### src/rtl/dhkim_pkg.sv
// shared types and codes for the double hash key index map
`default_nettype none

package dhkim_pkg;

    // operation codes carried on the op field
    typedef enum logic [1:0] {
        OP_LOOKUP = 2'd0,
        OP_INSERT = 2'd1,
        OP_CLEAR  = 2'd2
    } op_t;

    // result status codes
    typedef enum logic [1:0] {
        STAT_OK        = 2'd0,
        STAT_NOT_FOUND = 2'd1,
        STAT_DUP       = 2'd2,
        STAT_FULL      = 2'd3
    } status_t;

    // sequencer states
    typedef enum logic [2:0] {
        S_SWEEP,
        S_IDLE,
        S_READ,
        S_CHECK,
        S_DONE
    } state_t;

    // configuration register indexes
    localparam int CFG_IDX_W  = 2;
    localparam int CFG_DATA_W = 5;
    localparam logic [CFG_IDX_W-1:0] CFG_KEY_SHIFT = 2'd0;
    localparam logic [CFG_IDX_W-1:0] CFG_ACT_LOG2  = 2'd1;

    localparam int KEY_W   = 64;
    localparam int SHIFT_W = 5;
    localparam int ACT_W   = 4;
    localparam int FIELD_INDEX_W = 16;
    localparam int FIELD_COUNT_W = 11;

    // reset value of the active size register
    localparam logic [ACT_W-1:0] ACT_LOG2_RESET = 4'd8;

    // sequencer to probe unit
    typedef struct packed {
        logic load;
        logic advance;
    } probe_ctl_t;

    // probe unit back to sequencer
    typedef struct packed {
        logic empty;
        logic hit;
        logic last;
    } probe_sts_t;

endpackage

`default_nettype wire

### src/rtl/dhkim_probe_unit.sv
// probe address generator and slot key comparator
`default_nettype none

module dhkim_probe_unit
    import dhkim_pkg::*;
#(
    parameter int LOG2_SLOTS = 10
) (
    input  wire logic                  clk,
    input  wire logic                  rst_n,
    input  wire probe_ctl_t            ctl,
    input  wire logic [KEY_W-1:0]      load_key,
    input  wire logic [KEY_W-1:0]      cmp_key,
    input  wire logic [SHIFT_W-1:0]    key_shift,
    input  wire logic [ACT_W-1:0]      act_log2,
    input  wire logic                  rd_valid,
    input  wire logic [KEY_W-1:0]      rd_key,
    output logic      [LOG2_SLOTS-1:0] slot,
    output probe_sts_t                 sts
);

    localparam logic [4:0] MAX_ACT = 5'(LOG2_SLOTS);

    logic [4:0]            act_raw;
    logic [4:0]            act_c;
    logic [LOG2_SLOTS-1:0] mask;
    logic [KEY_W-1:0]      shifted;
    logic [LOG2_SLOTS-1:0] home;

    logic [LOG2_SLOTS-1:0] slot_reg, slot_next;
    logic [LOG2_SLOTS-1:0] step_reg, step_next;
    logic [LOG2_SLOTS-1:0] n_reg, n_next;

    // active size clamped into 1..LOG2_SLOTS
    assign act_raw = {1'b0, act_log2};
    always_comb
    begin
        if (act_raw == 5'd0)
        begin
            act_c = 5'd1;
        end
        else if (act_raw > MAX_ACT)
        begin
            act_c = MAX_ACT;
        end
        else
        begin
            act_c = act_raw;
        end
    end

    always_comb
    begin
        for (int b = 0; b < LOG2_SLOTS; b++)
        begin
            mask[b] = (5'(b) < act_c);
        end
    end

    assign shifted = load_key >> key_shift;
    assign home    = shifted[LOG2_SLOTS-1:0] & mask;

    always_comb
    begin
        slot_next = slot_reg;
        step_next = step_reg;
        n_next    = n_reg;
        if (ctl.load)
        begin
            slot_next = home;
            step_next = home | LOG2_SLOTS'(1);
            n_next    = '0;
        end
        else if (ctl.advance)
        begin
            slot_next = (slot_reg + step_reg) & mask;
            n_next    = n_reg + LOG2_SLOTS'(1);
        end
    end

    always_ff @(posedge clk or negedge rst_n)
    begin
        if (!rst_n)
        begin
            slot_reg <= '0;
            step_reg <= '0;
            n_reg    <= '0;
        end
        else
        begin
            slot_reg <= slot_next;
            step_reg <= step_next;
            n_reg    <= n_next;
        end
    end

    assign slot      = slot_reg;
    assign sts.empty = !rd_valid;
    assign sts.hit   = rd_valid && (rd_key == cmp_key);
    // every active slot has been probed
    assign sts.last  = (n_reg == mask);

endmodule

`default_nettype wire

### config.mk
export PLATFORM = sky130hd
export DESIGN_NAME = dhkim_probe_unit
export DESIGN_NICKNAME = d
export VERILOG_FILES = /design/src/rtl/dhkim_pkg.sv /design/src/rtl/dhkim_probe_unit.sv
export SDC_FILE = /design/constraint.sdc
export NUM_CORES = 1
export LEC_CHECK = 0
export BUFFER_PORTS_ARGS = -buffer_cell sky130_fd_sc_hd__buf_2
export CORE_MARGIN = 2
export CORE_UTILIZATION = 45
export CTS_CLUSTER_DIAMETER = 60
export DETAILED_ROUTE_END_ITERATION = 7
export GPL_ROUTABILITY_DRIVEN = 0
export PLACE_DENSITY = 0.78
export SKIP_LAST_GASP = 1
export SYNTH_ARGS = -nofsm -noshare
export SYNTH_HDL_FRONTEND = slang
export SYNTH_SLANG_ARGS = --single-unit
### constraint.sdc
create_clock -name clk -period 3.1 [get_ports clk]
set_clock_uncertainty 0.2 [all_clocks]
set_input_delay 0.465 -clock clk [delete_from_list [all_inputs] [get_ports clk]]
set_output_delay 0.465 -clock clk [all_outputs]
set_load 0.01 [all_outputs]
==> summary by stage, run 1 <==
Drt
The count of nets left with antenna violations after detail routing is 0. The final layout contains routed wiring with a total length of ~14 mm. The violation count after the first detailed-routing iteration is about 370. The total via count after detailed routing is around 4.9k. The detailed-routing iteration count for the pre-antenna-repair pass is 5. The DRC violation count after routing is 0. The detailed-route wire length per cell is roughly 17 microns. The via count normalized by instance count is around 5.9.

Global route
The initial antenna violation count came to 1. The total global routing overflow is 0. The number of global-route vias before repair is approximately 4.8k. The first-pass GRT wire length is about 23 mm.

The pin count of the biggest net entering global routing is 32. For this run, the total global-route usage over all layers was measured as between 20% and 30%.

Setup path
The cell with the most instances on the worst path is sky130_fd_sc_hd__buf_2. On the critical path, the stage with the largest delay is an instance of sky130_fd_sc_hd__or2_2. The worst setup path is of the in2out kind.

Walking the worst path, the cells encountered are buf_2 -> or2_2 -> a21o_1 -> xnor2_1 -> nand4_1 -> nor4_1 -> buf_2. The biggest fanout along the worst timing path is 13. The required arrival time at the worst endpoint is 2.43 ns. The capturing element type of the critical path is a primary output. The reg-to-reg critical path endpoint is slot[8]. The endpoint arrival time on the critical path is approximately 2 ns.

For the worst flop-to-flop path, the logic depth is 8. The delay of the slowest cell on the worst path is roughly 0.40 ns. The startpoint identified for the worst register-to-register timing path is slot[0]. STA classifies the critical path startpoint as an input port. In this run the register-to-register setup slack is around 0.58 ns.

STA
Headroom to the max-slew limit came out at around 55%. The hold violation count in the final report is 0. For this run, the top clock speed supported by timing is 376 MHz. The sum of negative setup slack is 0 ns. The part of the cycle the worst path needs is between 80% and 90%. Setup violations remaining at the end of the flow were counted as 0. The transition time at the pin with the least slew margin is 0.677 ns. Setup slack closes at 0.437 ns. The count of final max-slew check failures came to 0. The final critical path time including I/O delays and setup is between 2 and 3 ns. Setup repair after global routing left no endpoint under its margin.

The worst hold margin is around 0.0051 ns.

Yosys
By area the synthesized netlist is led by sky130_fd_sc_hd__dfrtp_1, sky130_fd_sc_hd__mux4_2, sky130_fd_sc_hd__xor2_1. The count of state elements after synthesis is 30. The mean post-synth cell area is ~9 sq um. The synthesized netlist devotes ~15% of its cell area to compound gates. The gate count of the mapped netlist is between 500 and 600. When the netlist entered floorplanning its net count stood at 728. The post-synthesis async set-or-reset flop share is 100%. The share of synthesized cell area in full adder, half adder and majority cells is around 3.2%. After Yosys synthesis, and, or, nand and nor cells account for a little under a fifth of the synthesized area. Of the total synthesized cell area, the portion taken by XOR and XNOR cells is around 15%. The top flip-flop cell by instance count after synthesis is sky130_fd_sc_hd__dfrtp_1.

The mux cell area share after synthesis is approximately 26%. During synthesis, Yosys emitted a total of 0 warnings. The cell taking the most area after synthesis is sky130_fd_sc_hd__dfrtp_1. The combinational family with the most area after synthesis is multiplexers. After synthesis, the largest area contributor takes up between 15 and 20% of total cell area. For this run, the register share of the synthesized area comes to between 10% and 20%. The number of synthesized flops with an enable pin is 0.

Summing every instance area after synthesis gives between 0.004 and 0.005 sq mm. The count of different cell masters after synthesis is 58.

Cells and area
The share of cells above drive strength 1 is a little over a third. The fraction of the core area covered by cells at the end of the flow is around 57%. Relative to the synthesized area, the layout overhead comes to 24.2%. The post-layout net count is around 910. The fill cell instance count of the final layout is 859.

Job
The reported max-cap violation count is 0.

Die
The effective utilization at floorplan is between 40% and 50%. The die covers approximately 0.011 sq mm. Measured along the y axis, the die boundary spans 104 microns. The placement row count is 36.

For this design the top-level I/O count stands at ~220. From left edge to right edge, the die measures between 100 and 150 microns. The core footprint is 0.00977 sq mm.

Pwr
The completed layout was analyzed and its total power is 1.66 mW. In this run the power density over the cells is 296 mW/mm^2. IR analysis of the VDD net gives a maximum drop of 0.165 mV. For this design the static power due to leakage is 2.64 nW.

Placement
During placement, the flow inserted port buffers numbering 195. The setup slack at placement is 0.302 ns. The HPWL reported at the end of detailed placement is 11.6 mm.

CTS
The number of H-tree branching levels is 2. The cell at the root of the clock tree is sky130_fd_sc_hd__clkbuf_8. The number of buffers added for setup after CTS is 0.

The clock latency of the later-clocked register in the worst-skew pair is a little under 0.3 ns. The tree built by TritonCTS fans out to 30 sinks. The clock-pin slew on the worst setup and hold paths is approximately 0.070 ns. For this design, the CTS-stage hold fixing added 0 buffers. In this run, post-CTS repair resized a total of 0 instances. TritonCTS built the clock tree. The clock passes through at most 2 buffers. Counting the buffers created by CTS gives 5.

Run status
The flow ran to the end, and the final reports show no timing, DRC or antenna violations.

Min path
The path class of the tightest hold or removal check is in2async.
[cell families (layout without fill, tap and decap cells)]
kind of cell | count (synthesis) | in the layout
multiplexers | 79 | 79
AND/OR/NAND/NOR | 159 | 159
AO/OA/AOI/OAI | 103 | 103
XOR/XNOR | 80 | 80
other | 0 | 1
buffers and inverters | 49 | 228
flip-flops | 30 | 30
adder cells (fa/ha/maj) | 11 | 11
[where the power goes]
part,switching (mW),internal [mW],total [mW]
clock,0.144,0.154,0.299
combinational,0.463,0.421,0.884
sequential,0.0440,0.436,0.480
[cell usage in the layout, fill, tap and decap left out, types with 6 or more instances in the layout]
cell type                  count
sky130_fd_sc_hd__a211oi_1      6
sky130_fd_sc_hd__a21oi_1      17
sky130_fd_sc_hd__a22oi_1      10
sky130_fd_sc_hd__a31oi_1       9
sky130_fd_sc_hd__buf_2       195
sky130_fd_sc_hd__buf_4         7
sky130_fd_sc_hd__dfrtp_1      30
sky130_fd_sc_hd__ha_1         10
sky130_fd_sc_hd__inv_1        17
sky130_fd_sc_hd__mux2_2        8
sky130_fd_sc_hd__mux2i_1      43
sky130_fd_sc_hd__mux4_2       23
sky130_fd_sc_hd__nand2_1      32
sky130_fd_sc_hd__nand3_1      24
sky130_fd_sc_hd__nand4_1      12
sky130_fd_sc_hd__nor2_1       30
sky130_fd_sc_hd__nor2b_1      13
sky130_fd_sc_hd__nor3_1       10
sky130_fd_sc_hd__nor4_1       16
sky130_fd_sc_hd__o211ai_1     10
sky130_fd_sc_hd__o21ai_0      23
sky130_fd_sc_hd__xnor2_1      27
sky130_fd_sc_hd__xor2_1       53
[area by class of cell]
cell class | instances | area, sq um | share of cell area, %
Multi-Input combinational cell | 432 | 3500 | 62.4
Timing Repair Buffer | 203 | 1050 | 18.7
Sequential cell | 30 | 751 | 13.4
Tap cell | 133 | 166 | 2.96
Clock buffer | 7 | 76.3 | 1.36
Inverter | 18 | 67.6 | 1.20
Antenna cell | 1 | 2.50 | 0.0446
[stage by stage]
stage,cell area (sq um),std cells
floorplan,4520,511
CTS,5610,823
global placement,5530,816
global route,5610,824
detailed placement,5530,816
finish,5610,824
[critical path: cells and delay by family]
kind	cells	cell delay, ns
AND/OR/NAND/NOR	3	0.77
buffers and inverters	2	0.36
AO/OA/AOI/OAI	1	0.24
XOR/XNOR	1	0.17
[metal layers]
layer	vias to the layer above	part of all wire [%]	global-route usage [%]
met2	281	49	46.5
met5	-	0	0
met3	42	8.4	4.20
li1	2277	-	-
met1	2273	40	31.6
met4	0	2.7	8.40
[Yosys cell counts, drive strengths merged (6+ instances only)]
library cell  instances
o211ai               10
a21oi                17
nor4                 16
clkbuf               12
xnor2                27
nor2                 30
buf                  19
nand4                13
mux2i                43
inv                  18
a22oi                10
mux4                 27
ha                   10
nand2                32
nor2b                13
dfrtp                30
nand3                24
xor2                 53
mux2                  9
o21ai                23
nor3                 10
a31oi                 9
a211oi                6
[how the worst max path moves through the flow]
stage	from	endpoint	slack, ns	cells after the start
after global routing	act_log2[3]	sts[0]	0.35	7
after CTS	act_log2[3]	sts[0]	0.44	7
final	act_log2[3]	sts[0]	0.44	7
after global placement	key_shift[1]	slot[6]	0.35	8
after floorplan	key_shift[1]	slot[8]	0.69	7
after detailed placement	key_shift[1]	step_reg[6]	0.30	8
Note: power is estimated with default switching activity, not from simulation.
==> run 2, diff against run 1 <==
PLACE_DENSITY = default   (was 0.78)
PLACE_DENSITY_LB_ADDON = 0.15   (was default)
==> run 2 against run 1 <==
Compared with the run above:
- hold slack improved by 0.0032 ns
- final cell count increased by 0.36%
- clock power about the same
- count of clock-buffer cells in the layout unchanged
- flip-flop and latch count unchanged
- critical path type unchanged
- setup slack improved by 0.056 ns
- sequential power about the same
- utilization increased by 0.18 points
- register-to-register slack improved by 0.02 ns
==> summary by stage, run 2 (synthesized netlist as in run 1, its figures left out) <==
STA
Setup violations remaining at the end of the flow were counted as 0. The hold violation count in the final report came to 0. The achievable frequency is 384 MHz. At the pin with the least slew margin, the transition time is ~0.67 ns. Setup repair after global routing left no endpoint under its margin. Across all hold checks on the routed design, the worst slack comes to between 0.008 and 0.009 ns. After layout, the worst path uses a little over four fifths of the clock period. The sum of negative setup slack is 0 ns. In this run the tightest slew margin relative to its limit is a little under three fifths. In the post-route analysis, the smallest setup slack over all paths is about 0.5 ns. The count of final max-slew check failures is 0. The final critical path time including I/O delays and setup is 2.61 ns.

Pwr
For this design the ratio of total power to cell area is a little under 300 mW/mm^2. The leakage power is about 2.6 nW. The worst voltage drop across the vdd grid is about 0.17 mV.

CTS
The H-tree was split into 2 levels. Clock-pin slew was measured on the worst setup and hold paths at ~0.060 ns. In this run the clock root is driven by a sky130_fd_sc_hd__clkbuf_8. No sink is reached through more buffers than the 2 on the longest clock path. The tree built by TritonCTS fans out to 30 sinks. For the worst-skew pair, the clock arrives at the later sink with an insertion delay of just under 0.3 ns. The TritonCTS clock tree is yes.

The TritonCTS buffer count is 5. The number of hold-repair buffers added at the cts stage is 0. After clock tree synthesis, the setup repair step added 0 buffers. The number of gates resized after CTS was 0.

Setup path
The slowest stage of the critical path belongs to the cell sky130_fd_sc_hd__or2_2. In this design, the stage delay of the slowest critical-path cell is roughly 0.39 ns. Traced cell by cell, the critical path runs through buf_2 -> or2_2 -> a21o_1 -> xnor2_1 -> nand4_1 -> nor4_1 -> buf_2. The cell with the most instances on the worst path is sky130_fd_sc_hd__buf_2. The cell class contributing the biggest share of worst-path delay is simple AND/OR/NAND/NOR gates. The setup slack on the worst flop-to-flop path is approximately 0.60 ns. The biggest fanout along the worst timing path is 13.

The length in cells of the worst reg-to-reg path is 8. The startpoint identified for the worst register-to-register timing path is slot[0]. The capturing element type of the critical path is a primary output. The endpoint arrival time on the critical path is roughly 1.9 ns. The worst register-to-register path ends at slot[8]. The critical path contains buffers and inverters numbering 2 combined. The kind of critical path is in2out.

The worst setup path is launched from an input port. STA puts the critical path data required time at roughly 2.4 ns. The critical path starts at act_log2[3].

Cells and area
Compared with the post-synthesis result, the final layout area differs by 24.6%. The fraction of the core area covered by cells at the end of the flow is between 50% and 60%. After routing the design area is ~0.0056 sq mm.

The multi-input gate area in the final layout is about 0.0035 sq mm. Across the whole layout, storage elements account for roughly 750 sq um. Leaving out fill and tap cells, the most frequent cell in the layout is sky130_fd_sc_hd__buf_2. Of the cells placed in the final design, the portion with a size suffix greater than 1 is 36.3%. The layout has 947 filler cells.

The post-layout net count is a little over 900. In the layout the commonest cells are sky130_fd_sc_hd__buf_2, sky130_fd_sc_hd__xor2_1, sky130_fd_sc_hd__mux2i_1.

Drt
The violation count after the first detailed-routing iteration is 235. After detailed routing, the number of remaining DRC violations is 0. The detailed-routing iteration count for the pre-antenna-repair pass is 5.

The detailed-route wire length per cell is 17.8 microns. After detailed routing, the total wire length is roughly 15 mm. The via count normalized by instance count is 5.80. The routed layout has between 4k and 5k vias. The count of nets left with antenna violations after detail routing is 0.

Die
In this run the core area contains 36 standard-cell rows. The chip height is 104 microns. Once the floorplan was initialized, standard cells occupied 46.2% of the core. 219 I/O pins were placed. The floorplan step set the die width to roughly 100 microns. The floorplan step defined a die boundary enclosing about 0.011 sq mm.

The core footprint is 0.00977 sq mm.

Global route
The first-pass GRT wire length is roughly 24 mm. For this run the aggregate overflow at the end of global routing stands at 0. Entering global routing, the biggest net connects 32 pins. The initial antenna violation count is 4. The number of global-route vias before repair is ~4.7k.

Global routing used a little over a quarter of the available tracks.

Placement
Detailed placement ended at an HPWL of 12.1 mm. The setup slack at placement is about 0.33 ns. The number of port buffers is approximately 200.

After detailed placement, the total cell area comes to 0.00555 sq mm.

Job
Across the run, the number of max-cap violations was 0.

Min path
The path class of the tightest hold or removal check is in2async.

Run status
The run finished with clean final reports.
==> run 2: cell count changes in the layout (fill, tap and decap cells not counted) <==
cell                      delta
sky130_fd_sc_hd__buf_4       +2
sky130_fd_sc_hd__diode_2     +1
==> run 2: worst register-to-register path: cells and delay by family, from the launching register on <==
family	cells	cell delay, ns
and+or+nand+nor	1	0.19
xor gates and xnor gates	1	0.08
adders and majority gates	2	0.65
AOI/OAI and AO/OA	4	0.89
DFF	1	0.39
==> run 2: layer usage <==
layer / up-vias / track usage [%] / share of wire (%)
li1: 2280 / - / -
met1: 2229 / 33.8 / 42
met2: 245 / 46.1 / 48
met3: 36 / 6.08 / 7.7
met4: 4 / 7.72 / 2.3
met5: - / 0 / 0.20
==> run 2: cell type report <==
class	instances	area share (%)
well taps	133	2.96
clock buffers	7	1.36
flip-flops and latches	30	13.3
inverters	18	1.20
multi-input cells	432	62.2
repair buffers	205	18.9
diodes	2	0.0889
==> run 2: power breakdown <==
part	internal (mW)	switching, mW	leakage, nW	total, mW
Clock	0.154	0.144	0.0383	0.298
Combinational	0.423	0.459	2.22	0.882
Sequential	0.436	0.0462	0.386	0.482
==> run 2: metrics by stage <==
stage,std cells,power (mW)
global route,827,1.78
floorplan,511,1.05
detailed placement,818,1.36
finish,827,1.66
global placement,818,1.33
CTS,825,1.66
==> run 2: worst max-delay path by stage <==
stage	end	slack, ns	cells after the start
after detailed placement	slot[8]	0.33	7
after CTS	sts[0]	0.50	7
after floorplan	slot[8]	0.69	7
after global placement	slot[8]	0.34	7
after global routing	sts[0]	0.39	7
final	sts[0]	0.49	7
